===== src/design/mfp_ram.sv =====
// ----------------------------------------------------------------------------
// mfp_ram
// Generic single-write, single-read synchronous RAM with registered read.
// ----------------------------------------------------------------------------
module mfp_ram #(
    parameter int WIDTH = 8,
    parameter int DEPTH = 16
) (
    input  logic                     i_clk,
    input  logic                     i_we,
    input  logic [$clog2(DEPTH)-1:0] i_waddr,
    input  logic [WIDTH-1:0]         i_wdata,
    input  logic                     i_re,
    input  logic [$clog2(DEPTH)-1:0] i_raddr,
    output logic [WIDTH-1:0]         o_rdata
);

    logic [WIDTH-1:0] r_mem [DEPTH];

    // write port
    always_ff @(posedge i_clk) begin
        if (i_we) begin
            r_mem[i_waddr] <= i_wdata;
        end
    end

    // read port, data held while not enabled
    always_ff @(posedge i_clk) begin
        if (i_re) begin
            o_rdata <= r_mem[i_raddr];
        end
    end

endmodule


===== config.mk =====
export PLATFORM = sky130hd
export DESIGN_NAME = mfp_ram
export DESIGN_NICKNAME = d
export VERILOG_FILES = /design/src/design/mfp_ram.sv
export SDC_FILE = /design/constraint.sdc
export NUM_CORES = 1
export LEC_CHECK = 0
export BUFFER_PORTS_ARGS = -buffer_cell sky130_fd_sc_hd__buf_4
export CELL_PAD_IN_SITES_DETAIL_PLACEMENT = 1
export CELL_PAD_IN_SITES_GLOBAL_PLACEMENT = 1
export CORE_MARGIN = 2
export CORE_UTILIZATION = 57
export DETAILED_ROUTE_END_ITERATION = 10
export MAX_ROUTING_LAYER = met4
export PLACE_DENSITY_LB_ADDON = 0.25
export SLEW_MARGIN = 20
export SYNTH_ARGS = -nofsm -noshare
export SYNTH_HDL_FRONTEND = slang
export SYNTH_SLANG_ARGS = --single-unit

===== constraint.sdc =====
create_clock -name i_clk -period 4.9 [get_ports i_clk]
set_input_delay 0.98 -clock i_clk [delete_from_list [all_inputs] [get_ports i_clk]]
set_output_delay 0.98 -clock i_clk [all_outputs]
set_load 0.01 [all_outputs]

==> run summary, run 1 <==
Post-Syn Instances - 229
Power Dens Cells - 451.9 mW/mm^2
f_max - 425.4 MHz
Core ar. - 0.008806 mm^2
Hold Fails Final Rpt - 0
CP Data Required Time - 5.15 ns
slowest CP cell - mux4_2
Slew headroom - 33.67%
Tot Pwr - 2762 uW
DP Wirelength - 6483 um
TritonCTS Buffers - 17
die area - 0.009953 mm^2
clock net sink count - 136
Syn Nets - 248
vias in the first global route - 2650
Largest delay share family, worst path - multiplexers
#FFs+latches synth - 136
Horiz. Die Dim - 99.77 um
post-synth top area share - 78.12%
largest net degree at the start of global routing - 33
setup repair after global routing missed its margin - false
top-level port count - 27
Final Skew - 0.006991 ns
CP Capture Type - flop
WS Path Type - in2reg
gr ovfl total - 0
first-pass iteration count of the detailed router - 5
critical path's largest stage delay - 0.63 ns
# diodes - 0
Layout Utilization - 69.39%
Pleak - 0.002036 uW
Worst Path Buf+Inv - 1
fin crit share - 47.97%
number of port buffers - 26
Die Y - 99.77 um
peak supply drop - 0.2747 mV
CP Max Fanout - 32
worst min path class - in2reg
CTS tree - done
Antenna Nets Post-Route - 0
post-route setup TNS - 0 ns
synthesized cell area - 0.005228 mm^2
worst-skew pair later-pin latency - 0.52 ns
first-pass GRT wire length - 16590 um
Synth area leader - edfxtp_1
Syn. warnings - 0
status - completed
Mean Syn Cell Area - 22.83 um^2
register area share after synthesis - 78.12%
Hold Buf Count CTS - 0
placement row count - 34
share of layout cells above drive strength 1 - 28.67%
root buf cell - clkbuf_8
layout net count - 285
Final Slew Violations - 0
drt wl/cell - 27.91 um
Via density - 6.393
Worst-Margin Slew - 0.9913 ns
routed wire length - 10800 um
top cells by area, synth - edfxtp_1, mux4_2, mux4_1, a22oi_1, nor2_1
post_cts resized - 0
crit path DAT - 2.60 ns
drt drc - 0
maxcap violations - 0
gr usage total - 25.00%
routed vias - 2474
Initial Utilization - 59.36%
RePlAce Congestion - 0.6959
Synth cell types - 18
setup bufs post-CTS - 0
H-tree levels - 4
antenna violations before repair - 0
Initial DRC Count - 186
final setup fails - 0
Layout area overhead - 16.90%
Worst-path clk slew - 0.06 ns
type of origin of the critical path - input port
Final min period - 2.351 ns
crit-path cells - buf_4 > mux4_2 > a22oi_1 > nand2_1
Longest Clk Path Bufs - 2
cells in the final DEF (no fill, tap or decap):
cell type	count
clkbuf_16	16
nor2b_1	1
a22oi_1	16
mux4_2	18
or3b_2	1
bufinv_16	4
inv_6	2
and2b_1	1
nor3_2	2
nand2_1	9
clkinv_2	2
nand3b_1	2
clkinvlp_4	3
mux4_1	14
edfxtp_1	136
and2_1	1
nand2b_1	2
clkinv_1	1
nor2_1	13
nor3_1	2
nand3_1	1
buf_4	28
clkinv_4	3
clkbuf_8	1
area by class of cell:
type,instances,area [um^2]
Sequential cell,136,4084
Clock inverter,15,200.2
Tap cell,108,135.1
Timing Repair Buffer,28,210.2
Clock buffer,17,414.1
Fill cell,673,2695
Multi-Input combinational cell,83,1067
flip-flops by register name (all words and copies together) (netlist names):
| name | count |
|---|---|
| o_rdata | 8 |
| r_mem | 128 |
cell usage after synthesis:
cell type	instances
and2_1	1
edfxtp_1	136
nand3b_1	2
or3b_2	1
buf_6	3
clkdlybuf4s25_2	3
nor2b_1	1
mux4_1	14
mux4_2	18
buf_4	1
and2b_1	1
nand3_1	1
a22oi_1	16
nand2_1	9
nor2_1	13
nor3_1	4
buf_2	3
nand2b_1	2
cells by family after synthesis:
| group | share of synthesized area [%] |
|---|---|
| AND/OR/NAND/NOR | 3.136 |
| multiplexers | 14.79 |
| flip-flops | 78.12 |
| AO/OA/AOI/OAI | 2.298 |
| buffers and inverters | 1.651 |
worst paths after layout:
kind | from | to | slack (ns) | cells past startpoint
worst max register to register | r_mem[3][6]$_DFFE_PP_ | o_rdata[6]$_DFFE_PP_ | 3.22 | 3
worst min-delay path | i_re | o_rdata[3]$_DFFE_PP_ | 0.74 | 1
worst min register to register | r_mem[12][0]$_DFFE_PP_ | o_rdata[0]$_DFFE_PP_ | 0.75 | 3
worst max-delay path | i_raddr[0] | o_rdata[6]$_DFFE_PP_ | 2.55 | 4
report_power, final:
group	switching [uW]	internal [uW]	total, uW
logic	73.0	52.6	126
clock network	491	827	1320
registers	7.27	1310	1320
metrics by stage:
step / instances / hold slack (ns) / setup slack [ns] / cell area [um^2]
after floorplan: 229 / 0.7048 / 2.427 / 5228
after global placement: 355 / 0.7199 / 2.067 / 5492
after detailed placement: 355 / 0.7372 / 1.920 / 5492
after CTS: 387 / 0.7285 / 2.366 / 6106
after global routing: 387 / 0.7287 / 2.516 / 6111
final: 387 / 0.7362 / 2.549 / 6111
metal layers:
layer / share of wire (%) / wire (um) / up-vias / global-route usage [%]
met3: 5.2 / 560 / 25 / 5.692
li1: - / - / 1055 / -
met5: 0 / 0 / - / -
met2: 50 / 5363 / 88 / 36.95
met1: 42 / 4545 / 1306 / 33.76
met4: 3.1 / 330 / 0 / 11.59
worst register-to-register path, cell delays in order (launching register included):
cell and delay (ns):
edfxtp_1 0.39, mux4_2 0.53, a22oi_1 0.35, nand2_1 0.15
(Power assumes the default switching activity.)
==> inputs of run 2 (changes only) <==
Settings changed: ABC_AREA set to 1, CORE_UTILIZATION 57 to 44.
Clock period 4.9 ns to 1.96 ns, I/O delays scaled along.
==> run summary, run 2 <==
Final Skew - 0.007558 ns (+0.0005669 ns)
share of layout cells above drive strength 1 - 13.30% (-15 points)
fin crit share - 73.35%
Initial DRC Count - 245 (+32%)
worst reg2reg setup slack - 0.75 ns (-2.47 ns)
first-pass iteration count of the detailed router - 4 (-1)
max reg flops - 128 (unchanged)
Largest delay share family, worst path - flip-flops
Final min period - 1.438 ns
root buf cell - clkbuf_16
post_cts resized - 0 (unchanged)
Pleak - 0.002979 uW (+46%)
gr ovfl total - 0 (unchanged)
Layout area overhead - 18.62%
f_max - 695.5 MHz
Core ar. - 0.01309 mm^2 (+49%)
CTS tree - done
WHS Path Cells - 1 (unchanged)
hold_ws - 0.3251 ns (-0.4111 ns)
Horiz. Die Dim - 119.3 um (+20%)
sw power - 1508 uW (+160%)
#FFs+latches synth - 136 (unchanged)
Largest Register - r_mem
ys flop type - edfxtp_1
largest net degree at the start of global routing - 65 (+97%)
Worst-Margin Slew - 0.3139 ns (-0.6774 ns)
# diodes - 0 (unchanged)
Largest regs - r_mem (128), o_rdata (8)
critical path's largest stage delay - 0.45 ns (-0.18 ns)
CP Capture Type - output port
vias in the first global route - 4253 (+60%)
CP Max Fanout - 1 (-97%)
Layout Utilization - 53.00% (-16 points)
top-count cell post-synth - nand2_1
H-tree levels - 4 (unchanged)
peak supply drop - 0.7036 mV (+160%)
drt wl/cell - 19.54 um (-30%)
maxcap violations - 0 (unchanged)
TritonCTS Buffers - 17 (unchanged)
most common cell after layout, fill and taps aside - nand2_1
routed wire length - 15340 um (+42%)
Synth cell types - 11 (-7)
async set or reset register ratio after synthesis - 0% (unchanged)
number of port buffers - 26 (unchanged)
Worst Path Buf+Inv - 1 (unchanged)
antenna violations before repair - 0 (unchanged)
worst-skew pair later-pin latency - 0.42 ns (-0.10 ns)
Synth area leader - edfxtp_1
layout net count - 615 (+120%)
top-level port count - 27 (unchanged)
most frequent cells in the layout - nand2_1, edfxtp_1, inv_1
Longest Clk Path Bufs - 2 (unchanged)
worst min path class - in2reg
crit path DAT - 1.05 ns (-1.55 ns)
FF-to-FF End - o_rdata[0]$_DFFE_PP_
setup repair after global routing missed its margin - false
register area share after synthesis - 69.85% (-8.3 points)
worst r2r src - r_mem[13][0]$_DFFE_PP_
Hold Crit Endpoint - o_rdata[6]$_DFFE_PP_
post-route setup TNS - 0 ns (unchanged)
DP Wirelength - 9749 um (+50%)
switching share of power - 21.45% (+0.78 points)
Initial Utilization - 44.68% (-15 points)
final setup fails - 0 (unchanged)
slowest CP cell - edfxtp_1
Power Dens Cells - 1014 mW/mm^2 (+120%)
die area - 0.01423 mm^2 (+43%)
Seq pwr share - 46.9% (-0.8 points)
Worst-path clk slew - 0.06 ns (about the same)
Syn Nets - 570 (+130%)
Gate power share - 6.4% (+1.9 points)
routed vias - 3978 (+61%)
type of origin of the critical path - flop
placement row count - 42 (+24%)
Mean Syn Cell Area - 10.61 um^2 (-54%)
Hold Fails Final Rpt - 0 (unchanged)
CP Data Required Time - 1.57 ns (-3.58 ns)
gr usage total - 23.75% (-1.2 points)
Die Y - 119.3 um (+20%)
Antenna Nets Post-Route - 0 (unchanged)
setup ws final - 0.5223 ns (-2.027 ns)
setup bufs post-CTS - 0 (unchanged)
post-synth top area share - 69.85% (-8.3 points)
Internal - 5524 uW (+150%)
Fillers - 1397 (+110%)
dpl ws - 0.3187 ns (-1.601 ns)
RePlAce Congestion - 0.8150 (+17%)
Post-Syn Instances - 551 (+140%)
synthesized cell area - 0.005847 mm^2 (+12%)
Syn. warnings - 0 (unchanged)
Hold Buf Count CTS - 0 (unchanged)
WS Path Type - reg2out
Post-synth top cells - nand2_1, edfxtp_1, inv_1, nand3_1, nor2_1
worst r2r path cells - 6 (+3)
clock net sink count - 136 (unchanged)
clock share of power - 46.7% (-1.0 points)
crit-path cells - buf_4
HP Start - i_re
Via density - 5.068 (-21%)
status - completed
number of synthesized flops with an enable pin - 136 (unchanged)
top cells by area, synth - edfxtp_1, nand2_1, nand3_1, inv_1, buf_6
drt drc - 0 (unchanged)
Slew headroom - 79.05% (+45 points)
Final Slew Violations - 0 (unchanged)
first-pass GRT wire length - 23790 um (+43%)
==> run 2: changes by cell type after synthesis, sizes merged, moves of 3 or more <==
cell and change:
buf +17, nand3 +96, mux4 -32, clkdlybuf4s25 -3, nor3 -4, nor2 +4
inv +102, a22oi -16, nand2 +164
==> run 2: per-layer routing <==
metal,wire [um],share of wire [%],vias up,track usage (%)
met2,7623,50,77,38.15
met1,6749,44,2003,29.46
met5,0,0,-,-
met4,381,2.5,0,9.449
li1,-,-,1873,-
met3,585,3.8,25,5.172
==> run 2: cell type report <==
type | instances | area, um^2 | share of cell area, %
sequential | 136 | 4084 | 58.89
timing repair buffer | 50 | 425.4 | 6.134
multi-input combinational | 289 | 1214 | 17.50
tap | 176 | 220.2 | 3.175
inverter | 102 | 382.9 | 5.520
clock inverter | 15 | 183.9 | 2.652
clock buffer | 17 | 425.4 | 6.134
==> run 2: kinds of logic (layout without fill, tap and decap cells) <==
logic type / Yosys count / after routing / synth area share [%]
simple gates: 289 / 289 / 20.76
flops: 136 / 136 / 69.85
buf+inv: 126 / 184 / 9.394
==> run 2: power groups by stage <==
| stage | clock, uW | combinational [uW] | sequential (uW) |
|---|---|---|---|
| final | 3280 | 449 | 3300 |
| after global routing | 3440 | 496 | 3310 |
| after CTS | 3320 | 454 | 3300 |
| after detailed placement | 0 | 450 | 3360 |
| after global placement | 0 | 433 | 3360 |
| after floorplan | 0 | 230 | 3360 |
==> run 2: stage by stage <==
| step | instance area, um^2 | total power (uW) | cells |
|---|---|---|---|
| 3_5_place_dp | 6326 | 3812 | 753 |
| 3_3_place_gp | 6326 | 3791 | 753 |
| 4_1_cts | 6935 | 7073 | 785 |
| 2_1_floorplan | 5847 | 3589 | 551 |
| 5_1_grt | 6935 | 7239 | 785 |
| 6_report | 6935 | 7032 | 785 |
==> run 2: worst max-delay path by stage <==
| stage | startpoint | endpoint | slack [ns] | depth (start not counted) |
|---|---|---|---|---|
| after floorplan | i_waddr[2] | r_mem[10][0]$_DFFE_PP_ | 0.62 | 2 |
| after global placement | i_raddr[0] | o_rdata[7]$_DFFE_PP_ | 0.36 | 7 |
| after detailed placement | i_raddr[0] | o_rdata[2]$_DFFE_PP_ | 0.32 | 7 |
| after CTS | o_rdata[0]$_DFFE_PP_ | o_rdata[0] | 0.52 | 1 |
| after global routing | o_rdata[0]$_DFFE_PP_ | o_rdata[0] | 0.51 | 1 |
| final | o_rdata[1]$_DFFE_PP_ | o_rdata[1] | 0.52 | 1 |
