<file path="src/design/mfp_pkg.sv">
// ----------------------------------------------------------------------------
// mfp_pkg
// Shared widths, codes, preset records and stage types of the meter
// front-panel controller.
// ----------------------------------------------------------------------------
package mfp_pkg;

    // record store geometry
    localparam int RECORD_DEPTH = 128;
    localparam int REC_AW       = $clog2(RECORD_DEPTH);
    localparam int REC_CW       = $clog2(RECORD_DEPTH + 1);
    localparam int PRESET_N     = 5;
    localparam int PRESET_AW    = $clog2(PRESET_N);

    // field widths
    localparam int CMD_W  = 3;
    localparam int VAL_W  = 10;
    localparam int DATE_W = 32;
    localparam int TMR_W  = 16;
    localparam int DIG_W  = 4;
    localparam int CNT_W  = 8;
    localparam int MODE_W = 2;
    localparam int KIND_W = 2;
    localparam int REC_W  = VAL_W + DATE_W;

    // configuration port
    localparam int CFG_IW = 3;
    localparam int CFG_DW = 16;

    localparam logic [CFG_IW-1:0] CFG_SELFTEST  = 3'd0;
    localparam logic [CFG_IW-1:0] CFG_VIEW_TO   = 3'd1;
    localparam logic [CFG_IW-1:0] CFG_BLINK     = 3'd2;
    localparam logic [CFG_IW-1:0] CFG_CD_TICKS  = 3'd3;
    localparam logic [CFG_IW-1:0] CFG_CD_START  = 3'd4;

    localparam logic [TMR_W-1:0] RST_SELFTEST  = 16'd2000;
    localparam logic [TMR_W-1:0] RST_VIEW_TO   = 16'd3000;
    localparam logic [TMR_W-1:0] RST_BLINK     = 16'd500;
    localparam logic [TMR_W-1:0] RST_CD_TICKS  = 16'd300;
    localparam logic [DIG_W-1:0] RST_CD_START  = 4'd5;

    // event codes
    localparam logic [CMD_W-1:0] CMD_TICK      = 3'd0;
    localparam logic [CMD_W-1:0] CMD_POWER     = 3'd1;
    localparam logic [CMD_W-1:0] CMD_UP        = 3'd2;
    localparam logic [CMD_W-1:0] CMD_DOWN      = 3'd3;
    localparam logic [CMD_W-1:0] CMD_STRIP_IN  = 3'd4;
    localparam logic [CMD_W-1:0] CMD_BLOOD     = 3'd5;
    localparam logic [CMD_W-1:0] CMD_STRIP_OUT = 3'd6;

    // operating modes
    localparam logic [MODE_W-1:0] MODE_IDLE    = 2'd0;
    localparam logic [MODE_W-1:0] MODE_VIEW    = 2'd1;
    localparam logic [MODE_W-1:0] MODE_MEASURE = 2'd2;

    // main digit contents
    localparam logic [KIND_W-1:0] MAIN_BLANK  = 2'd0;
    localparam logic [KIND_W-1:0] MAIN_VALUE  = 2'd1;
    localparam logic [KIND_W-1:0] MAIN_EIGHTS = 2'd2;
    localparam logic [KIND_W-1:0] MAIN_DIGIT  = 2'd3;

    // date digit contents
    localparam logic [KIND_W-1:0] DATE_BLANK  = 2'd0;
    localparam logic [KIND_W-1:0] DATE_VALUE  = 2'd1;
    localparam logic [KIND_W-1:0] DATE_EIGHTS = 2'd2;

    localparam logic [VAL_W-1:0] MEAS_MAX = 10'd999;

    // display update collected while an event is worked on
    typedef struct packed {
        logic              main_wr;
        logic [KIND_W-1:0] main_kind;
        logic              main_rec;
        logic [VAL_W-1:0]  main_val;
        logic              sec_wr;
        logic              sec;
        logic              date_wr;
        logic [KIND_W-1:0] date_kind;
        logic              date_rec;
        logic [DATE_W-1:0] date_val;
        logic              blood_wr;
        logic              blood;
        logic              strip_wr;
        logic              strip;
        logic              bat_wr;
        logic              bat;
        logic              link_wr;
        logic              link;
    } t_upd;

    // where the shown record comes from
    typedef struct packed {
        logic                 preset;
        logic [PRESET_AW-1:0] pidx;
    } t_rec_sel;

    // status after the event
    typedef struct packed {
        logic              powered;
        logic [MODE_W-1:0] mode;
        logic [CNT_W-1:0]  count;
    } t_stat;

    // factory records, never overwritten since the store only grows
    function automatic logic [VAL_W-1:0] preset_value(input logic [PRESET_AW-1:0] idx);
        logic [VAL_W-1:0] v;
        case (idx)
            3'd0:    v = 10'd123;
            3'd1:    v = 10'd103;
            3'd2:    v = 10'd83;
            3'd3:    v = 10'd73;
            3'd4:    v = 10'd133;
            default: v = '0;
        endcase
        return v;
    endfunction

    function automatic logic [DATE_W-1:0] preset_date(input logic [PRESET_AW-1:0] idx);
        logic [DATE_W-1:0] d;
        case (idx)
            3'd0:    d = 32'd2304260425;
            3'd1:    d = 32'd2304260525;
            3'd2:    d = 32'd2304260625;
            3'd3:    d = 32'd2304260725;
            3'd4:    d = 32'd2304260825;
            default: d = '0;
        endcase
        return d;
    endfunction

endpackage

</file>
<file path="src/design/mfp_out_if.sv">
// ----------------------------------------------------------------------------
// mfp_out_if
// Display channel: one word is one display snapshot.
// ----------------------------------------------------------------------------
interface mfp_out_if;
    logic                         valid;
    logic                         ready;
    logic                         powered;
    logic [mfp_pkg::MODE_W-1:0]   mode_now;
    logic [mfp_pkg::KIND_W-1:0]   main_kind;
    logic [mfp_pkg::VAL_W-1:0]    main_value;
    logic                         second_eights;
    logic [mfp_pkg::KIND_W-1:0]   date_kind;
    logic [mfp_pkg::DATE_W-1:0]   date_value;
    logic                         blood_icon;
    logic                         strip_icon;
    logic                         battery_icon;
    logic                         link_icon;
    logic [mfp_pkg::CNT_W-1:0]    stored_count;

    modport source (output valid, powered, mode_now, main_kind, main_value, second_eights,
                    date_kind, date_value, blood_icon, strip_icon, battery_icon, link_icon,
                    stored_count, input ready);
    modport sink   (input valid, powered, mode_now, main_kind, main_value, second_eights,
                    date_kind, date_value, blood_icon, strip_icon, battery_icon, link_icon,
                    stored_count, output ready);
endinterface

</file>
<file path="src/design/mfp_disp.sv">
// ----------------------------------------------------------------------------
// mfp_disp
// Output stage: merges the registered display update with the record read
// from the store and holds the display snapshot as the output register.
// ----------------------------------------------------------------------------
module mfp_disp (
    input  logic                         i_clk,
    input  logic                         i_rst_n,
    input  logic                         i_acc,
    input  mfp_pkg::t_upd                i_upd,
    input  mfp_pkg::t_rec_sel            i_rsel,
    input  mfp_pkg::t_stat               i_stat,
    input  logic [mfp_pkg::REC_W-1:0]    i_rdata,
    output logic                         o_in_ready,
    mfp_out_if.source                    o_out
);

    logic                         r_s1_vld;
    logic                         r_o_vld;
    logic                         out_free;
    logic                         s1_adv;

    logic                         r_powered;
    logic [mfp_pkg::MODE_W-1:0]   r_mode;
    logic [mfp_pkg::KIND_W-1:0]   r_main_kind, n_main_kind;
    logic [mfp_pkg::VAL_W-1:0]    r_main_val, n_main_val;
    logic                         r_sec, n_sec;
    logic [mfp_pkg::KIND_W-1:0]   r_date_kind, n_date_kind;
    logic [mfp_pkg::DATE_W-1:0]   r_date_val, n_date_val;
    logic                         r_blood, n_blood;
    logic                         r_strip, n_strip;
    logic                         r_bat, n_bat;
    logic                         r_link, n_link;
    logic [mfp_pkg::CNT_W-1:0]    r_count;

    logic [mfp_pkg::VAL_W-1:0]    rec_val;
    logic [mfp_pkg::DATE_W-1:0]   rec_date;

    // handshake: the stage moves on when the output register is free
    assign out_free   = !r_o_vld || o_out.ready;
    assign s1_adv     = r_s1_vld && out_free;
    assign o_in_ready = !r_s1_vld || out_free;

    // record source: preset table or store
    assign rec_val  = i_rsel.preset ? mfp_pkg::preset_value(i_rsel.pidx)
                                    : i_rdata[mfp_pkg::REC_W-1:mfp_pkg::DATE_W];
    assign rec_date = i_rsel.preset ? mfp_pkg::preset_date(i_rsel.pidx)
                                    : i_rdata[mfp_pkg::DATE_W-1:0];

    // merge update into the current display
    always_comb begin
        n_main_kind = i_upd.main_wr ? i_upd.main_kind : r_main_kind;
        n_main_val  = i_upd.main_wr ? (i_upd.main_rec ? rec_val : i_upd.main_val)
                                    : r_main_val;
        n_sec       = i_upd.sec_wr ? i_upd.sec : r_sec;
        n_date_kind = i_upd.date_wr ? i_upd.date_kind : r_date_kind;
        n_date_val  = i_upd.date_wr ? (i_upd.date_rec ? rec_date : i_upd.date_val)
                                    : r_date_val;
        n_blood     = i_upd.blood_wr ? i_upd.blood : r_blood;
        n_strip     = i_upd.strip_wr ? i_upd.strip : r_strip;
        n_bat       = i_upd.bat_wr ? i_upd.bat : r_bat;
        n_link      = i_upd.link_wr ? i_upd.link : r_link;
    end

    // valid flags
    always_ff @(posedge i_clk) begin
        if (!i_rst_n) begin
            r_s1_vld <= 1'b0;
            r_o_vld  <= 1'b0;
        end else begin
            if (i_acc) begin
                r_s1_vld <= 1'b1;
            end else if (s1_adv) begin
                r_s1_vld <= 1'b0;
            end
            if (s1_adv) begin
                r_o_vld <= 1'b1;
            end else if (o_out.ready) begin
                r_o_vld <= 1'b0;
            end
        end
    end

    // display snapshot, also the display state
    always_ff @(posedge i_clk) begin
        if (!i_rst_n) begin
            r_powered   <= 1'b0;
            r_mode      <= mfp_pkg::MODE_IDLE;
            r_main_kind <= mfp_pkg::MAIN_BLANK;
            r_main_val  <= '0;
            r_sec       <= 1'b0;
            r_date_kind <= mfp_pkg::DATE_BLANK;
            r_date_val  <= '0;
            r_blood     <= 1'b0;
            r_strip     <= 1'b0;
            r_bat       <= 1'b0;
            r_link      <= 1'b0;
            r_count     <= mfp_pkg::CNT_W'(mfp_pkg::PRESET_N);
        end else if (s1_adv) begin
            r_powered   <= i_stat.powered;
            r_mode      <= i_stat.mode;
            r_main_kind <= n_main_kind;
            r_main_val  <= n_main_val;
            r_sec       <= n_sec;
            r_date_kind <= n_date_kind;
            r_date_val  <= n_date_val;
            r_blood     <= n_blood;
            r_strip     <= n_strip;
            r_bat       <= n_bat;
            r_link      <= n_link;
            r_count     <= i_stat.count;
        end
    end

    assign o_out.valid         = r_o_vld;
    assign o_out.powered       = r_powered;
    assign o_out.mode_now      = r_mode;
    assign o_out.main_kind     = r_main_kind;
    assign o_out.main_value    = r_main_val;
    assign o_out.second_eights = r_sec;
    assign o_out.date_kind     = r_date_kind;
    assign o_out.date_value    = r_date_val;
    assign o_out.blood_icon    = r_blood;
    assign o_out.strip_icon    = r_strip;
    assign o_out.battery_icon  = r_bat;
    assign o_out.link_icon     = r_link;
    assign o_out.stored_count  = r_count;

endmodule

</file>
<file path="src/flat_wrapper.sv">
// flat-port wrapper written by rule: the top's interface ports become plain ports
module mfp_disp_flat 
  (i_clk, i_rst_n, i_acc, i_upd, i_rsel, i_stat, i_rdata, o_in_ready, o_out_valid, o_out_powered, o_out_mode_now, o_out_main_kind, o_out_main_value, o_out_second_eights, o_out_date_kind, o_out_date_value, o_out_blood_icon, o_out_strip_icon, o_out_battery_icon, o_out_link_icon, o_out_stored_count, o_out_ready);
  mfp_out_if o_out_i ();
  input  logic i_clk;
  input  logic i_rst_n;
  input  logic i_acc;
  input  mfp_pkg::t_upd i_upd;
  input  mfp_pkg::t_rec_sel i_rsel;
  input  mfp_pkg::t_stat i_stat;
  input  logic [mfp_pkg::REC_W-1:0] i_rdata;
  output logic o_in_ready;
  output wire logic [$bits(o_out_i.valid)-1:0] o_out_valid;
  output wire logic [$bits(o_out_i.powered)-1:0] o_out_powered;
  output wire logic [$bits(o_out_i.mode_now)-1:0] o_out_mode_now;
  output wire logic [$bits(o_out_i.main_kind)-1:0] o_out_main_kind;
  output wire logic [$bits(o_out_i.main_value)-1:0] o_out_main_value;
  output wire logic [$bits(o_out_i.second_eights)-1:0] o_out_second_eights;
  output wire logic [$bits(o_out_i.date_kind)-1:0] o_out_date_kind;
  output wire logic [$bits(o_out_i.date_value)-1:0] o_out_date_value;
  output wire logic [$bits(o_out_i.blood_icon)-1:0] o_out_blood_icon;
  output wire logic [$bits(o_out_i.strip_icon)-1:0] o_out_strip_icon;
  output wire logic [$bits(o_out_i.battery_icon)-1:0] o_out_battery_icon;
  output wire logic [$bits(o_out_i.link_icon)-1:0] o_out_link_icon;
  output wire logic [$bits(o_out_i.stored_count)-1:0] o_out_stored_count;
  input wire logic [$bits(o_out_i.ready)-1:0] o_out_ready;
  assign o_out_valid = o_out_i.valid;
  assign o_out_powered = o_out_i.powered;
  assign o_out_mode_now = o_out_i.mode_now;
  assign o_out_main_kind = o_out_i.main_kind;
  assign o_out_main_value = o_out_i.main_value;
  assign o_out_second_eights = o_out_i.second_eights;
  assign o_out_date_kind = o_out_i.date_kind;
  assign o_out_date_value = o_out_i.date_value;
  assign o_out_blood_icon = o_out_i.blood_icon;
  assign o_out_strip_icon = o_out_i.strip_icon;
  assign o_out_battery_icon = o_out_i.battery_icon;
  assign o_out_link_icon = o_out_i.link_icon;
  assign o_out_stored_count = o_out_i.stored_count;
  assign o_out_i.ready = o_out_ready;
  mfp_disp u_core (.i_clk(i_clk), .i_rst_n(i_rst_n), .i_acc(i_acc), .i_upd(i_upd), .i_rsel(i_rsel), .i_stat(i_stat), .i_rdata(i_rdata), .o_in_ready(o_in_ready), .o_out(o_out_i));
endmodule
</file>
<file path="config.mk">
export PLATFORM = sky130hd
export DESIGN_NAME = mfp_disp_flat
export DESIGN_NICKNAME = d
export VERILOG_FILES = /design/src/design/mfp_pkg.sv /design/src/design/mfp_out_if.sv /design/src/design/mfp_disp.sv /design/src/flat_wrapper.sv
export SDC_FILE = /design/constraint.sdc
export NUM_CORES = 1
export LEC_CHECK = 0
export ABC_CLOCK_PERIOD_IN_PS = 1500
export BUFFER_PORTS_ARGS = -buffer_cell sky130_fd_sc_hd__buf_2
export CELL_PAD_IN_SITES_DETAIL_PLACEMENT = 1
export CELL_PAD_IN_SITES_GLOBAL_PLACEMENT = 2
export CORE_ASPECT_RATIO = 0.9
export CORE_UTILIZATION = 23
export DETAILED_ROUTE_END_ITERATION = 8
export GPL_TIMING_DRIVEN = 0
export MAX_ROUTING_LAYER = met4
export PLACE_DENSITY = 0.83
export SETUP_SLACK_MARGIN = 0.05
export SLEW_MARGIN = 10
export SYNTH_ARGS = -nofsm -noshare
export SYNTH_HDL_FRONTEND = slang
export SYNTH_SLANG_ARGS = --single-unit
</file>
<file path="constraint.sdc">
create_clock -name i_clk -period 1.5 [get_ports i_clk]
set_input_delay 0.15 -clock i_clk [delete_from_list [all_inputs] [get_ports i_clk]]
set_output_delay 0.15 -clock i_clk [all_outputs]
set_load 0.05 [all_outputs]
</file>
==> flow_summary_export.csv <==
group,metric,value,unit
timing,finalSetupViolations,0,
setup_path,r2r_end,"u_core.o_out.date_value[9]",
finish,final_layout_size_suffix_gt1_share,45.2,%
yosys,synth_seq_cells,64,
timing,finalCritPeriodShare,97.5,%
cts,cts-root-buf,"clkbuf_16",
route,routed_wl,12.5,mm
yosys,yosys.area.top_type,"dfxtp_1",
global_routing,antenna_found_initial,0,
cts,htreeDepth,3,
power_and_ir_drop,worst_ir_drop_vdd,444,uV
timing,max-slew-margin-rel,64.1,%
setup_path,startpoint,"u_core.o_out.valid",
yosys,synthCells,344,
global_routing,grt_pass1_wl,19.1,mm
yosys,avgSynthCellArea,8.68,um^2
finish,antenna_cells,0,
yosys,yosys_warnings,0,
placed_design,dpl_worst_slack,-195,ps
floorplanning,die_area,0.0134,mm^2
cts,clock_sinks,64,
setup_path,crit_end,"o_in_ready",
cts,holdBufCountCts,0,
timing,finClkSkew,7.18,ps
finish,syn_to_final_growth,54.7,%
setup_path,reg2reg_depth,6,
power_and_ir_drop,p_leak,2.06,nW
setup_path,path_class,"reg2out",
timing,postLayoutSetupSlackWorst,37.3,ps
yosys,yosysUniqueCellTypes,43,
global_routing,track_usage,19.3,%
cts,clock_path_buffers,2,
cts,cts.clk_slew.worst_paths,50,ps
yosys,synth_ff_type,"dfxtp_1",
yosys,syn-cell-area,0.00299,mm^2
finish,utilization,36.4,%
finish,fillerInstances,1575,
global_routing,grt_max_degree,12,
setup_path,reg2reg_from,"u_core.o_out.valid",
finish,fin_nets,667,
timing,drv_slew,0,
timing,min_period,1460,ps
cts,clkLatencyLatePin,330,ps
global_routing,grt-ovfl-total,0,
route,drc_errors,0,
floorplanning,io_pins,185,
floorplanning,core_area,0.0127,mm^2
timing,tightest_slew,539,ps
yosys,synthesis.nets,465,
global_routing,grt_pass1_vias,3584,
yosys,async_flop_share,0,%
route,wl_per_cell,17.5,um
floorplanning,row_count,39,
placed_design,place_hpwl,9.67,mm
placed_design,io_buffers,182,
route,drtAntennaViolNets,0,
timing,max_freq,684,MHz
setup_path,reg2reg_setup_slack,130,ps
floorplanning,die_h,110,um
yosys,synth-seq-area-share,42.9,%
setup_path,cp-end-kind,"primary output",
timing,finalHoldViolations,0,
worst_hold_path,min-delay-path-class,"in2reg",
timing,rsz0062_at_grt,"yes",
placed_design,placed_cell_area,0.00411,mm^2
finish,finish.instance_area,0.00462,mm^2
status,status,"completed",
setup_path,path_max_fanout,7,
route,drt_iter0_drc,158,
floorplanning,die_w,122,um
route,vias_per_cell,5.00,
flow_run,max_cap_viol_count,0,
floorplanning,initial_utilization,23.5,%
setup_path,critPathArrivalTime,1310,ps
power_and_ir_drop,p_per_area,1090,mW/mm^2
yosys,synth_top_area_share,42.9,%
cts,cts_tree,"done",
route,first_pass_iters,5,
timing,finalSetupTns,0,ps
setup_path,critPathLaunchType,"flip-flop",
yosys,synthTopCellsByArea,"dfxtp_1 43%, a21oi_1 9.4%, a22oi_1 7.5%",
setup_path,worstPathRequired,1350,ps
cts,cts_made_buffers,9,
yosys,synth_edf_count,0,
power_and_ir_drop,power,0.00504,W
placed_design,gp_congestion,0.802,
route,vias,3573,
## state kept, by name, indices dropped and copies added, names as in the netlist, 2 cells and up
name,cells
u_core.o_out.date_value,32
u_core.o_out.stored_count,8
u_core.o_out.date_kind,2
u_core.o_out.main_kind,2
u_core.o_out.main_value,10
u_core.o_out.mode_now,2
## layout make-up
cell class / instances / area (um^2) / share of cell area (%)
flip-flops and latches: 64 / 1280 / 27.8
multi-input cells: 232 / 1510 / 32.7
well taps: 164 / 205 / 4.44
repair buffers: 192 / 1020 / 22.1
plain buffers: 37 / 253 / 5.47
clock inverters: 5 / 55.1 / 1.19
clock buffers: 11 / 253 / 5.47
inverters: 10 / 40.0 / 0.867
## Yosys cell counts, drive strengths merged, types with 2 or more instances
library cell	number
nor2b	6
a311oi	8
and2	3
a222oi	3
clkbuf	16
o21ai	20
o211ai	2
and3b	2
and3	2
nor2	5
xnor2	2
o31ai	5
nand3	19
nand2	8
inv	10
buf	22
o2111ai	3
nor3b	2
nand4	5
o41ai	2
o221a	2
a22oi	30
nand2b	5
dfxtp	64
o22ai	3
a211oi	30
a21oi	56
a31oi	2
or3b	2
## cell families (layout without fill, tap and decap cells)
| group | after synthesis | in the layout | synth area share [%] |
|---|---|---|---|
| AO/OA/AOI/OAI | 168 | 168 | 37.0 |
| flip-flops | 64 | 64 | 42.9 |
| AND/OR/NAND/NOR | 62 | 62 | 11.7 |
| buffers and inverters | 48 | 255 | 7.83 |
| XOR/XNOR | 2 | 2 | 0.587 |
## routing by layer
| metal | track usage (%) | part of all wire, % | up-vias |
|---|---|---|---|
| li1 | - | - | 1728 |
| met1 | 24.3 | 45 | 1721 |
| met2 | 31.3 | 49 | 116 |
| met3 | 4.06 | 5.0 | 8 |
| met4 | 5.57 | 0.86 | 0 |
| met5 | - | 0 | - |
## stage by stage
stage	cells	hold slack [ps]
2_1_floorplan	344	267
3_3_place_gp	690	384
3_5_place_dp	690	375
4_1_cts	705	48.2
5_1_grt	715	78.1
6_report	715	56.8
## cell usage in the layout (no fill, tap or decap), types with 5 or more instances in the layout
cell / n
buf_2: 187
nand2_1: 6
o31ai_1: 5
a21oi_1: 56
nand4_1: 5
nand2b_1: 5
clkbuf_16: 10
inv_1: 7
o21ai_0: 19
dfxtp_1: 62
clkbuf_1: 9
a22oi_1: 30
a311oi_1: 8
buf_4: 17
nor2b_1: 5
clkbuf_2: 5
nand3_1: 19
a211oi_1: 28
## worst min-delay path by stage
| stage | startpoint | end | cells past startpoint |
|---|---|---|---|
| 6_report | i_acc | u_core.r_s1_vld | 3 |
| 2_1_floorplan | i_acc | u_core.r_s1_vld | 2 |
| 4_1_cts | i_acc | u_core.r_s1_vld | 3 |
| 3_3_place_gp | i_acc | u_core.r_s1_vld | 3 |
| 3_5_place_dp | i_acc | u_core.r_s1_vld | 3 |
| 5_1_grt | i_stat[0] | u_core.o_out.stored_count[0] | 3 |
## critical path, stage by stage (launching register included)
cell and delay [ps]:
dfxtp_2 340, nor2b_4 180, buf_8 140, clkbuf_16 140, nand2_4 40, buf_8 140
## repair_timing
action                                  in CTS  in global routing
gates resized for setup                     18                 19
hold endpoints to repair                     0                  0
pin swaps                                    0                  2
buffers inserted                             0                 10
endpoints found under the setup margin      55                 51
## where the power goes
group	leakage, nW	internal (W)	switching [W]
logic	1.39	0.000366	0.000683
registers	0.524	0.00179	0.0000438
clock network	0.148	0.00137	0.000785
(Power assumes the default switching activity.)
