===== src/design/mfp_pkg.sv =====
// ----------------------------------------------------------------------------
// mfp_pkg
// Shared widths, codes, preset records and stage types of the meter
// front-panel controller.
// ----------------------------------------------------------------------------
package mfp_pkg;

    // record store geometry
    localparam int RECORD_DEPTH = 128;
    localparam int REC_AW       = $clog2(RECORD_DEPTH);
    localparam int REC_CW       = $clog2(RECORD_DEPTH + 1);
    localparam int PRESET_N     = 5;
    localparam int PRESET_AW    = $clog2(PRESET_N);

    // field widths
    localparam int CMD_W  = 3;
    localparam int VAL_W  = 10;
    localparam int DATE_W = 32;
    localparam int TMR_W  = 16;
    localparam int DIG_W  = 4;
    localparam int CNT_W  = 8;
    localparam int MODE_W = 2;
    localparam int KIND_W = 2;
    localparam int REC_W  = VAL_W + DATE_W;

    // configuration port
    localparam int CFG_IW = 3;
    localparam int CFG_DW = 16;

    localparam logic [CFG_IW-1:0] CFG_SELFTEST  = 3'd0;
    localparam logic [CFG_IW-1:0] CFG_VIEW_TO   = 3'd1;
    localparam logic [CFG_IW-1:0] CFG_BLINK     = 3'd2;
    localparam logic [CFG_IW-1:0] CFG_CD_TICKS  = 3'd3;
    localparam logic [CFG_IW-1:0] CFG_CD_START  = 3'd4;

    localparam logic [TMR_W-1:0] RST_SELFTEST  = 16'd2000;
    localparam logic [TMR_W-1:0] RST_VIEW_TO   = 16'd3000;
    localparam logic [TMR_W-1:0] RST_BLINK     = 16'd500;
    localparam logic [TMR_W-1:0] RST_CD_TICKS  = 16'd300;
    localparam logic [DIG_W-1:0] RST_CD_START  = 4'd5;

    // event codes
    localparam logic [CMD_W-1:0] CMD_TICK      = 3'd0;
    localparam logic [CMD_W-1:0] CMD_POWER     = 3'd1;
    localparam logic [CMD_W-1:0] CMD_UP        = 3'd2;
    localparam logic [CMD_W-1:0] CMD_DOWN      = 3'd3;
    localparam logic [CMD_W-1:0] CMD_STRIP_IN  = 3'd4;
    localparam logic [CMD_W-1:0] CMD_BLOOD     = 3'd5;
    localparam logic [CMD_W-1:0] CMD_STRIP_OUT = 3'd6;

    // operating modes
    localparam logic [MODE_W-1:0] MODE_IDLE    = 2'd0;
    localparam logic [MODE_W-1:0] MODE_VIEW    = 2'd1;
    localparam logic [MODE_W-1:0] MODE_MEASURE = 2'd2;

    // main digit contents
    localparam logic [KIND_W-1:0] MAIN_BLANK  = 2'd0;
    localparam logic [KIND_W-1:0] MAIN_VALUE  = 2'd1;
    localparam logic [KIND_W-1:0] MAIN_EIGHTS = 2'd2;
    localparam logic [KIND_W-1:0] MAIN_DIGIT  = 2'd3;

    // date digit contents
    localparam logic [KIND_W-1:0] DATE_BLANK  = 2'd0;
    localparam logic [KIND_W-1:0] DATE_VALUE  = 2'd1;
    localparam logic [KIND_W-1:0] DATE_EIGHTS = 2'd2;

    localparam logic [VAL_W-1:0] MEAS_MAX = 10'd999;

    // display update collected while an event is worked on
    typedef struct packed {
        logic              main_wr;
        logic [KIND_W-1:0] main_kind;
        logic              main_rec;
        logic [VAL_W-1:0]  main_val;
        logic              sec_wr;
        logic              sec;
        logic              date_wr;
        logic [KIND_W-1:0] date_kind;
        logic              date_rec;
        logic [DATE_W-1:0] date_val;
        logic              blood_wr;
        logic              blood;
        logic              strip_wr;
        logic              strip;
        logic              bat_wr;
        logic              bat;
        logic              link_wr;
        logic              link;
    } t_upd;

    // where the shown record comes from
    typedef struct packed {
        logic                 preset;
        logic [PRESET_AW-1:0] pidx;
    } t_rec_sel;

    // status after the event
    typedef struct packed {
        logic              powered;
        logic [MODE_W-1:0] mode;
        logic [CNT_W-1:0]  count;
    } t_stat;

    // factory records, never overwritten since the store only grows
    function automatic logic [VAL_W-1:0] preset_value(input logic [PRESET_AW-1:0] idx);
        logic [VAL_W-1:0] v;
        case (idx)
            3'd0:    v = 10'd123;
            3'd1:    v = 10'd103;
            3'd2:    v = 10'd83;
            3'd3:    v = 10'd73;
            3'd4:    v = 10'd133;
            default: v = '0;
        endcase
        return v;
    endfunction

    function automatic logic [DATE_W-1:0] preset_date(input logic [PRESET_AW-1:0] idx);
        logic [DATE_W-1:0] d;
        case (idx)
            3'd0:    d = 32'd2304260425;
            3'd1:    d = 32'd2304260525;
            3'd2:    d = 32'd2304260625;
            3'd3:    d = 32'd2304260725;
            3'd4:    d = 32'd2304260825;
            default: d = '0;
        endcase
        return d;
    endfunction

endpackage


===== src/design/mfp_ctrl.sv =====
// ----------------------------------------------------------------------------
// mfp_ctrl
// Event stage: holds power, mode, timers, blink and countdown state, works
// one event per cycle while the output stage takes events, drives the record
// store and registers the display update for the output stage.
// ----------------------------------------------------------------------------
module mfp_ctrl (
    input  logic                          i_clk,
    input  logic                          i_rst_n,
    input  logic                          i_cfg_we,
    input  logic [mfp_pkg::CFG_IW-1:0]    i_cfg_idx,
    input  logic [mfp_pkg::CFG_DW-1:0]    i_cfg_data,
    input  logic                          i_acc,
    input  logic [mfp_pkg::CMD_W-1:0]     i_cmd,
    input  logic [mfp_pkg::VAL_W-1:0]     i_meas,
    input  logic [mfp_pkg::DATE_W-1:0]    i_clock,
    output logic                          o_ram_we,
    output logic [mfp_pkg::REC_AW-1:0]    o_ram_waddr,
    output logic [mfp_pkg::REC_W-1:0]     o_ram_wdata,
    output logic                          o_ram_re,
    output logic [mfp_pkg::REC_AW-1:0]    o_ram_raddr,
    output mfp_pkg::t_upd                 o_upd,
    output mfp_pkg::t_rec_sel             o_rsel,
    output mfp_pkg::t_stat                o_stat
);

    // configuration registers
    logic [mfp_pkg::TMR_W-1:0] r_cfg_selftest, r_cfg_view, r_cfg_blink, r_cfg_cd;
    logic [mfp_pkg::DIG_W-1:0] r_cfg_start;

    // control state
    logic                       r_power, n_power;
    logic [mfp_pkg::MODE_W-1:0] r_mode, n_mode;
    logic                       r_stp, n_stp;
    logic [mfp_pkg::TMR_W-1:0]  r_st, n_st;
    logic                       r_armed, n_armed;
    logic [mfp_pkg::TMR_W-1:0]  r_bt, n_bt;
    logic                       r_bso, n_bso;
    logic                       r_bbo, n_bbo;
    logic                       r_sp, n_sp;
    logic                       r_bp, n_bp;
    logic                       r_cdr, n_cdr;
    logic [mfp_pkg::DIG_W-1:0]  r_dig, n_dig;
    logic [mfp_pkg::REC_AW-1:0] r_vi, n_vi;
    logic [mfp_pkg::REC_CW-1:0] r_rc, n_rc;

    // stage payload
    mfp_pkg::t_upd     r_upd, n_upd;
    mfp_pkg::t_rec_sel r_rsel, n_rsel;
    mfp_pkg::t_stat    r_stat, n_stat;

    logic                      show;
    logic                      store;
    logic [mfp_pkg::VAL_W-1:0] meas_sat;

    assign meas_sat = (i_meas > mfp_pkg::MEAS_MAX) ? mfp_pkg::MEAS_MAX : i_meas;

    // configuration writes, unknown indexes ignored
    always_ff @(posedge i_clk) begin
        if (!i_rst_n) begin
            r_cfg_selftest <= mfp_pkg::RST_SELFTEST;
            r_cfg_view     <= mfp_pkg::RST_VIEW_TO;
            r_cfg_blink    <= mfp_pkg::RST_BLINK;
            r_cfg_cd       <= mfp_pkg::RST_CD_TICKS;
            r_cfg_start    <= mfp_pkg::RST_CD_START;
        end else if (i_cfg_we) begin
            case (i_cfg_idx)
                mfp_pkg::CFG_SELFTEST: r_cfg_selftest <= i_cfg_data;
                mfp_pkg::CFG_VIEW_TO:  r_cfg_view     <= i_cfg_data;
                mfp_pkg::CFG_BLINK:    r_cfg_blink    <= i_cfg_data;
                mfp_pkg::CFG_CD_TICKS: r_cfg_cd       <= i_cfg_data;
                mfp_pkg::CFG_CD_START: r_cfg_start    <= i_cfg_data[mfp_pkg::DIG_W-1:0];
                default: ;
            endcase
        end
    end

    // event processing
    always_comb begin
        n_power = r_power;
        n_mode  = r_mode;
        n_stp   = r_stp;
        n_st    = r_st;
        n_armed = r_armed;
        n_bt    = r_bt;
        n_bso   = r_bso;
        n_bbo   = r_bbo;
        n_sp    = r_sp;
        n_bp    = r_bp;
        n_cdr   = r_cdr;
        n_dig   = r_dig;
        n_vi    = r_vi;
        n_rc    = r_rc;
        n_upd   = '0;
        show    = 1'b0;
        store   = 1'b0;

        case (i_cmd)
            mfp_pkg::CMD_TICK: begin
                if (n_st != '0) n_st = n_st - 1'b1;
                if (n_bt != '0) n_bt = n_bt - 1'b1;

                // self-test over, show newest record
                if (n_power && n_stp && n_st == '0) begin
                    n_stp            = 1'b0;
                    n_vi             = mfp_pkg::REC_AW'(r_rc - 1'b1);
                    show             = 1'b1;
                    n_upd            = '0;
                    n_upd.main_wr    = 1'b1;
                    n_upd.main_kind  = mfp_pkg::MAIN_VALUE;
                    n_upd.main_rec   = 1'b1;
                    n_upd.sec_wr     = 1'b1;
                    n_upd.date_wr    = 1'b1;
                    n_upd.date_kind  = mfp_pkg::DATE_VALUE;
                    n_upd.date_rec   = 1'b1;
                    n_upd.blood_wr   = 1'b1;
                    n_upd.strip_wr   = 1'b1;
                    n_upd.bat_wr     = 1'b1;
                    n_upd.link_wr    = 1'b1;
                    n_mode           = mfp_pkg::MODE_VIEW;
                    n_st             = r_cfg_view;
                    n_armed          = 1'b1;
                end

                // record view idle timeout, enter measure mode
                if (n_mode == mfp_pkg::MODE_VIEW && !n_stp && n_armed && n_st == '0) begin
                    n_mode          = mfp_pkg::MODE_MEASURE;
                    n_armed         = 1'b0;
                    n_upd.main_wr   = 1'b1;
                    n_upd.main_kind = mfp_pkg::MAIN_BLANK;
                    n_upd.main_rec  = 1'b0;
                    n_upd.main_val  = '0;
                    n_upd.sec_wr    = 1'b1;
                    n_upd.sec       = 1'b0;
                    n_upd.date_wr   = 1'b1;
                    n_upd.date_kind = mfp_pkg::DATE_VALUE;
                    n_upd.date_rec  = 1'b0;
                    n_upd.date_val  = i_clock;
                    n_upd.blood_wr  = 1'b1;
                    n_upd.blood     = 1'b0;
                    n_upd.strip_wr  = 1'b1;
                    n_upd.strip     = 1'b0;
                    n_bso           = 1'b1;
                    n_bbo           = 1'b0;
                    n_sp            = 1'b0;
                    n_bp            = 1'b0;
                    n_bt            = r_cfg_blink;
                end

                // countdown digit or final measurement
                if (n_cdr && n_st == '0) begin
                    n_upd.main_wr  = 1'b1;
                    n_upd.main_rec = 1'b0;
                    if (n_dig != '0) begin
                        n_upd.main_kind = mfp_pkg::MAIN_DIGIT;
                        n_upd.main_val  = mfp_pkg::VAL_W'(n_dig);
                        n_dig           = n_dig - 1'b1;
                        n_st            = r_cfg_cd;
                    end else begin
                        n_cdr           = 1'b0;
                        n_upd.main_kind = mfp_pkg::MAIN_VALUE;
                        n_upd.main_val  = meas_sat;
                        if (r_rc < mfp_pkg::REC_CW'(mfp_pkg::RECORD_DEPTH)) begin
                            store = 1'b1;
                            n_rc  = r_rc + 1'b1;
                        end
                    end
                end

                // icon blinking
                if ((n_bso || n_bbo) && n_bt == '0) begin
                    n_bt = r_cfg_blink;
                    if (n_bso) begin
                        n_sp           = ~n_sp;
                        n_upd.strip_wr = 1'b1;
                        n_upd.strip    = n_sp;
                    end
                    if (n_bbo) begin
                        n_bp           = ~n_bp;
                        n_upd.blood_wr = 1'b1;
                        n_upd.blood    = n_bp;
                    end
                end
            end

            mfp_pkg::CMD_POWER: begin
                n_power = ~r_power;
                if (r_power) begin
                    n_mode          = mfp_pkg::MODE_IDLE;
                    n_stp           = 1'b0;
                    n_cdr           = 1'b0;
                    n_bso           = 1'b0;
                    n_bbo           = 1'b0;
                    n_st            = '0;
                    n_armed         = 1'b0;
                    n_bt            = '0;
                    n_upd.main_wr   = 1'b1;
                    n_upd.main_kind = mfp_pkg::MAIN_BLANK;
                    n_upd.sec_wr    = 1'b1;
                    n_upd.date_wr   = 1'b1;
                    n_upd.date_kind = mfp_pkg::DATE_BLANK;
                    n_upd.blood_wr  = 1'b1;
                    n_upd.strip_wr  = 1'b1;
                end else begin
                    n_upd.main_wr   = 1'b1;
                    n_upd.main_kind = mfp_pkg::MAIN_EIGHTS;
                    n_upd.sec_wr    = 1'b1;
                    n_upd.sec       = 1'b1;
                    n_upd.date_wr   = 1'b1;
                    n_upd.date_kind = mfp_pkg::DATE_EIGHTS;
                    n_upd.blood_wr  = 1'b1;
                    n_upd.blood     = 1'b1;
                    n_upd.strip_wr  = 1'b1;
                    n_upd.strip     = 1'b1;
                    n_upd.bat_wr    = 1'b1;
                    n_upd.bat       = 1'b1;
                    n_upd.link_wr   = 1'b1;
                    n_upd.link      = 1'b1;
                    n_stp           = 1'b1;
                    n_mode          = mfp_pkg::MODE_IDLE;
                    n_st            = r_cfg_selftest;
                    n_armed         = 1'b1;
                end
            end

            mfp_pkg::CMD_UP, mfp_pkg::CMD_DOWN: begin
                if (r_power && r_mode == mfp_pkg::MODE_VIEW) begin
                    if (i_cmd == mfp_pkg::CMD_UP) begin
                        if (mfp_pkg::REC_CW'(r_vi) + 1'b1 < r_rc) begin
                            n_vi = r_vi + 1'b1;
                            show = 1'b1;
                        end
                    end else if (r_vi != '0) begin
                        n_vi = r_vi - 1'b1;
                        show = 1'b1;
                    end
                    if (show) begin
                        n_upd.main_wr   = 1'b1;
                        n_upd.main_kind = mfp_pkg::MAIN_VALUE;
                        n_upd.main_rec  = 1'b1;
                        n_upd.sec_wr    = 1'b1;
                        n_upd.date_wr   = 1'b1;
                        n_upd.date_kind = mfp_pkg::DATE_VALUE;
                        n_upd.date_rec  = 1'b1;
                        n_upd.blood_wr  = 1'b1;
                        n_upd.strip_wr  = 1'b1;
                        n_st            = r_cfg_view;
                        n_armed         = 1'b1;
                    end
                end
            end

            mfp_pkg::CMD_STRIP_IN: begin
                if (r_power && r_mode == mfp_pkg::MODE_MEASURE) begin
                    n_bso          = 1'b0;
                    n_upd.strip_wr = 1'b1;
                    n_upd.strip    = 1'b1;
                    n_bbo          = 1'b1;
                    n_bp           = 1'b0;
                    n_bt           = r_cfg_blink;
                end
            end

            mfp_pkg::CMD_BLOOD: begin
                if (r_power && r_mode == mfp_pkg::MODE_MEASURE) begin
                    n_bbo          = 1'b0;
                    n_upd.blood_wr = 1'b1;
                    n_upd.blood    = 1'b1;
                    n_cdr          = 1'b1;
                    n_dig          = r_cfg_start;
                    n_st           = '0;
                    n_armed        = 1'b1;
                end
            end

            mfp_pkg::CMD_STRIP_OUT: begin
                if (r_power && r_mode == mfp_pkg::MODE_MEASURE) begin
                    n_upd.main_wr   = 1'b1;
                    n_upd.main_kind = mfp_pkg::MAIN_BLANK;
                    n_upd.sec_wr    = 1'b1;
                    n_upd.date_wr   = 1'b1;
                    n_upd.date_kind = mfp_pkg::DATE_BLANK;
                    n_upd.blood_wr  = 1'b1;
                    n_upd.strip_wr  = 1'b1;
                    n_bso           = 1'b1;
                    n_sp            = 1'b0;
                    n_bt            = r_cfg_blink;
                end
            end

            default: ;
        endcase

        n_rsel.preset = (mfp_pkg::REC_CW'(n_vi) < mfp_pkg::REC_CW'(mfp_pkg::PRESET_N));
        n_rsel.pidx   = mfp_pkg::PRESET_AW'(n_vi);

        n_stat.powered = n_power;
        n_stat.mode    = n_mode;
        n_stat.count   = mfp_pkg::CNT_W'(n_rc);
    end

    // control state update
    always_ff @(posedge i_clk) begin
        if (!i_rst_n) begin
            r_power <= 1'b0;
            r_mode  <= mfp_pkg::MODE_IDLE;
            r_stp   <= 1'b0;
            r_st    <= '0;
            r_armed <= 1'b0;
            r_bt    <= '0;
            r_bso   <= 1'b0;
            r_bbo   <= 1'b0;
            r_sp    <= 1'b0;
            r_bp    <= 1'b0;
            r_cdr   <= 1'b0;
            r_dig   <= '0;
            r_vi    <= mfp_pkg::REC_AW'(mfp_pkg::PRESET_N - 1);
            r_rc    <= mfp_pkg::REC_CW'(mfp_pkg::PRESET_N);
        end else if (i_acc) begin
            r_power <= n_power;
            r_mode  <= n_mode;
            r_stp   <= n_stp;
            r_st    <= n_st;
            r_armed <= n_armed;
            r_bt    <= n_bt;
            r_bso   <= n_bso;
            r_bbo   <= n_bbo;
            r_sp    <= n_sp;
            r_bp    <= n_bp;
            r_cdr   <= n_cdr;
            r_dig   <= n_dig;
            r_vi    <= n_vi;
            r_rc    <= n_rc;
        end
    end

    // stage payload, aligned with the store read
    always_ff @(posedge i_clk) begin
        if (i_acc) begin
            r_upd  <= n_upd;
            r_rsel <= n_rsel;
            r_stat <= n_stat;
        end
    end

    // store access: append on measurement, read the record to show
    assign o_ram_we    = i_acc && store;
    assign o_ram_waddr = r_rc[mfp_pkg::REC_AW-1:0];
    assign o_ram_wdata = {meas_sat, i_clock};
    assign o_ram_re    = i_acc && show && !n_rsel.preset;
    assign o_ram_raddr = n_vi;

    assign o_upd  = r_upd;
    assign o_rsel = r_rsel;
    assign o_stat = r_stat;

endmodule


===== config.mk =====
export PLATFORM = sky130hd
export DESIGN_NAME = mfp_ctrl
export DESIGN_NICKNAME = d
export VERILOG_FILES = /design/src/design/mfp_pkg.sv /design/src/design/mfp_ctrl.sv
export SDC_FILE = /design/constraint.sdc
export NUM_CORES = 1
export LEC_CHECK = 0
export BUFFER_PORTS_ARGS = -buffer_cell sky130_fd_sc_hd__buf_4
export CAP_MARGIN = 20
export CORE_MARGIN = 5
export CORE_UTILIZATION = 35
export DETAILED_ROUTE_END_ITERATION = 10
export PLACE_DENSITY_LB_ADDON = 0.12
export REMOVE_ABC_BUFFERS = 1
export SLEW_MARGIN = 20
export SYNTH_ARGS = -nofsm -noshare
export SYNTH_HDL_FRONTEND = slang
export SYNTH_SLANG_ARGS = --single-unit
export TNS_END_PERCENT = 20

===== constraint.sdc =====
create_clock -name i_clk -period 3.5 [get_ports i_clk]
set_input_delay 0.175 -clock i_clk [delete_from_list [all_inputs] [get_ports i_clk]]
set_output_delay 0.175 -clock i_clk [all_outputs]
set_load 0.01 [all_outputs]

==> summary.txt <==
Run status
  • Status: finished, violations left
  • Failing checks: negative setup slack

Drt
  • DRC violations left: 0
  • Met1 Routed Length: 16,200 µm
  • DRT iter0 DRCs: ~640
  • Detail Route Antenna Nets: 0
  • Routed wire length: ~36,000 µm
  • Uppermost layer routed: met4
  • WL/cell: between 15 and 20 µm
  • Detail Route met2 WL: between 15,000 and 20,000 µm
  • DR WL met3: about 2100 µm
  • Total vias in the final route: between 10,000 and 15,000
  • DR pass1 iterations: 5
  • Routed vias/inst: ~5.4

Global routing
  • Largest net degree at the start of global routing: about 100
  • Vias in the first global route: 10,100
  • Initial antenna violation count: 0
  • Overflow after GRT: 0
  • First-pass GRT wire length: ~57,000 µm
  • Gr usage total: 20.6%

Timing
  • Final slew viol count: 0
  • RSZ-0062 raised after global routing: yes
  • Hold Vio Cnt, Final: 0
  • Least-Margin Pin Slew: about 950 ps
  • Final setup fails: 8
  • Setup Skew: between 15 and 20 ps
  • Post-route setup slack: -272 ps
  • Setup TNS: -959 ps
  • Slew HR: about 37%
  • Fin crit period: approximately 3800 ps
  • Final period util: 108%
  • Achievable frequency: about 0.27 GHz

Yosys
  • Mean post-synth cell area: a little under 9 µm²
  • Post-Synthesis Cells: 1,251
  • Register area share after synthesis: 43.6%
  • Async SR Flop Fraction: 0%
  • Synth warnings: 0
  • Post-synth EDFFs: 71
  • Yosys cell types: about 80
  • Mapped cell area: about 0.011 mm²
  • Primary FF master, synth: dfxtp_1
  • Most area-consuming cells after synthesis: dfxtp_1 24%, edfxtp_1 20%, nand2_1 7.5%, buf_4 3.3%, a21oi_1 3.2%
  • Synth Register Bits: 200
  • Post-synth top area cell: dfxtp_1
  • Area share of the largest cell type after synthesis: 23.9%

Power and ir drop
  • Clock power frac: approximately 35%
  • Power Dens Cells: between 400 and 500 mW/mm²
  • Net Sw Frac: ~31%
  • Internal: around 4.1 mW
  • Peak supply drop: roughly 0.30 mV
  • Combinational power share: a little over a fifth
  • NetSw: approximately 1.8 mW
  • P_leak: 5.89 nW
  • Flop pwr share: between 40% and 50%

Floorplanning
  • Die area: 0.0345 mm²
  • Die Y: approximately 190 µm
  • Row count: 64
  • Die X: 186 µm
  • Total core area: roughly 0.031 mm²
  • Initial Utilization: 35.4%
  • Top-level I/O count: roughly 200

Place
  • Placement Setup Slack: -198 ps
  • DP HPWL: 25,800 µm
  • Port Buf Inserts: 200
  • Placer congestion estimate: 0.957

Finish
  • ANT cells: 0
  • Area growth, synth to finish: 34.5%
  • Final Core Density: 47.7%
  • Commonest non-fill, non-tap cell in the layout: buf_4
  • Fin nets: 1,596
  • Most frequent cells in the layout: 322 x buf_4, 216 x nand2_1, 125 x dfxtp_1, 72 x nor2_1, 71 x edfxtp_1
  • Share of cells above drive strength 1: a little under a third

Setup path
  • Worst r2r path cells: 15
  • WS Path Type: reg2out
  • Crit path buf inv count: 2
  • Type of destination of the critical path: primary output
  • Critical path depth: 15
  • Worst Setup SP: r_vi[0]
  • Worst endpoint required time: approximately 3300 ps
  • Arr. time, crit path: about 3600 ps
  • RR Startpoint: r_st[1]
  • R2R setup slack: -90 ps
  • Delay-heaviest family, CP: compound AO/OA/AOI/OAI gates
  • CP max-delay cell: or4_1
  • Worst reg2reg path endpoint: o_upd[7]
  • CP startpoint kind: flop
  • Crit-path cells: ha_2 > and3_4 > buf_4 > xor2_1 > ha_2 > a2111oi_4 > nand2_1 > a41oi_2 > nor2_2 > or4_1 > a21oi_2 > a221o_1 > nor2_1 > a31oi_1 > buf_4
  • CP peak stage delay: 490 ps
  • CP max FO: 4

Worst hold path
  • Worst Hold Depth: 3
  • WHS Endpoint: r_cfg_cd[5]
  • Hold Crit Start: i_cfg_data[5]
  • Worst Hold Class: in2reg

CTS
  • Num CTS Buffers: 17
  • Clock buffer depth: 2
  • Clk sinks: 200
  • H-tree lvl count: 4
  • Clock Root Buffer: clkbuf_16
  • Reg clk slew, reported paths: around 90 ps
  • CTS tree: yes
  • Clock latency on the worst-skew pair: 450 ps

Job
  • # Max-Cap Violations: 0
## layout make-up
type / count / area (µm²)
fill: 2929 / 16000
multi-input combinational: 896 / 5670
sequential: 200 / 4720
timing repair buffer: 369 / 2930
tap: 396 / 495
clock buffer: 17 / 425
clock inverter: 15 / 199
inverter: 26 / 98.8
## cells by family after synthesis
kind of cell               after synthesis  share of synthesized area (%)
adders and majority gates               18                           2.08
xor gates and xnor gates                33                           2.67
and+or+nand+nor                        546                           25.4
DFF                                    200                           43.6
AOI/OAI and AO/OA                      283                           17.3
muxes                                   16                           1.54
buffers and inverters                  155                           7.36
## what timing repair did
action / in CTS / in global routing
resized for setup: 49 / 60
endpoints found under the setup margin: 32 / 59
hold buffers: 29 / 0
pin swaps: 19 / 28
setup buffers: 9 / 17
endpoints found under the hold margin: 49 / 0
cloned: 0 / 0
## synthesized netlist by cell type (9+ instances only)
| master | instances |
|---|---|
| edfxtp_1 | 71 |
| or3_1 | 12 |
| a22oi_1 | 18 |
| dfxtp_1 | 129 |
| or2_2 | 14 |
| a21oi_1 | 70 |
| clkbuf_1 | 70 |
| o21ai_0 | 67 |
| nor2b_1 | 9 |
| buf_4 | 48 |
| nor3_1 | 25 |
| ha_1 | 18 |
| inv_1 | 25 |
| xor2_1 | 13 |
| a31oi_1 | 16 |
| or4_1 | 12 |
| mux2i_1 | 14 |
| o211ai_1 | 19 |
| nand3_1 | 50 |
| a221oi_1 | 21 |
| xnor2_1 | 20 |
| o31ai_1 | 12 |
| nor2_1 | 77 |
| and2_1 | 45 |
| nand2_1 | 217 |
| nand4_1 | 14 |
| and3_1 | 12 |
| nor4_1 | 20 |
## registers in the layout, indices dropped and copies added (netlist names)
register	count
r_rc	8
r_stp	1
r_cfg_start	4
r_power	1
r_bt	16
r_armed	1
r_cfg_cd	16
r_st	16
r_sp	1
o_upd	56
r_bso	1
r_vi	7
r_cdr	1
o_rsel	4
r_bbo	1
r_cfg_blink	16
r_cfg_view	16
r_mode	2
r_cfg_selftest	16
r_bp	1
o_stat	11
r_dig	4
## worst max-delay path by stage
stage | endpoint | slack [ps]
finish | o_ram_re | -270
global route | o_ram_re | -450
detailed placement | o_ram_re | -200
global placement | o_upd[7] | -140
CTS | o_ram_re | -270
floorplan | r_st[3] | -860
## power groups by stage
stage                     Clock (mW)  Combinational [mW]  Sequential (mW)
final                           2.07                1.25             2.54
after global placement             0                1.09             2.59
after global routing            2.21                1.36             2.55
after floorplan                    0               0.522             2.60
after CTS                       2.13                1.19             2.54
after detailed placement           0                1.10             2.59
## worst reg2reg max path, delay by kind of cell, from the launching register on
family / cells / cell delay [ps]
AND/OR/NAND/NOR: 6 / 1750
buffers and inverters: 6 / 750
AO/OA/AOI/OAI: 2 / 380
flip-flops: 1 / 340
adder cells (fa/ha/maj): 1 / 130
## metrics by stage
step / std cells / hold slack, ps / total power [mW] / cell area [µm²]
floorplan: 1122 / 237 / 3.13 / 10100
global placement: 1835 / 433 / 3.68 / 13000
detailed placement: 1835 / 438 / 3.69 / 13000
CTS: 1905 / 0.762 / 5.85 / 14200
global route: 1919 / 8.18 / 6.13 / 14500
finish: 1919 / 15.3 / 5.87 / 14500
## layer usage
metal	vias to the layer above	track usage, %
li1	4978	-
met1	5007	27.6
met2	331	35.3
met3	36	2.89
met4	0	5.13
met5	-	0
No activity file was read; power rests on OpenSTA's default activity.
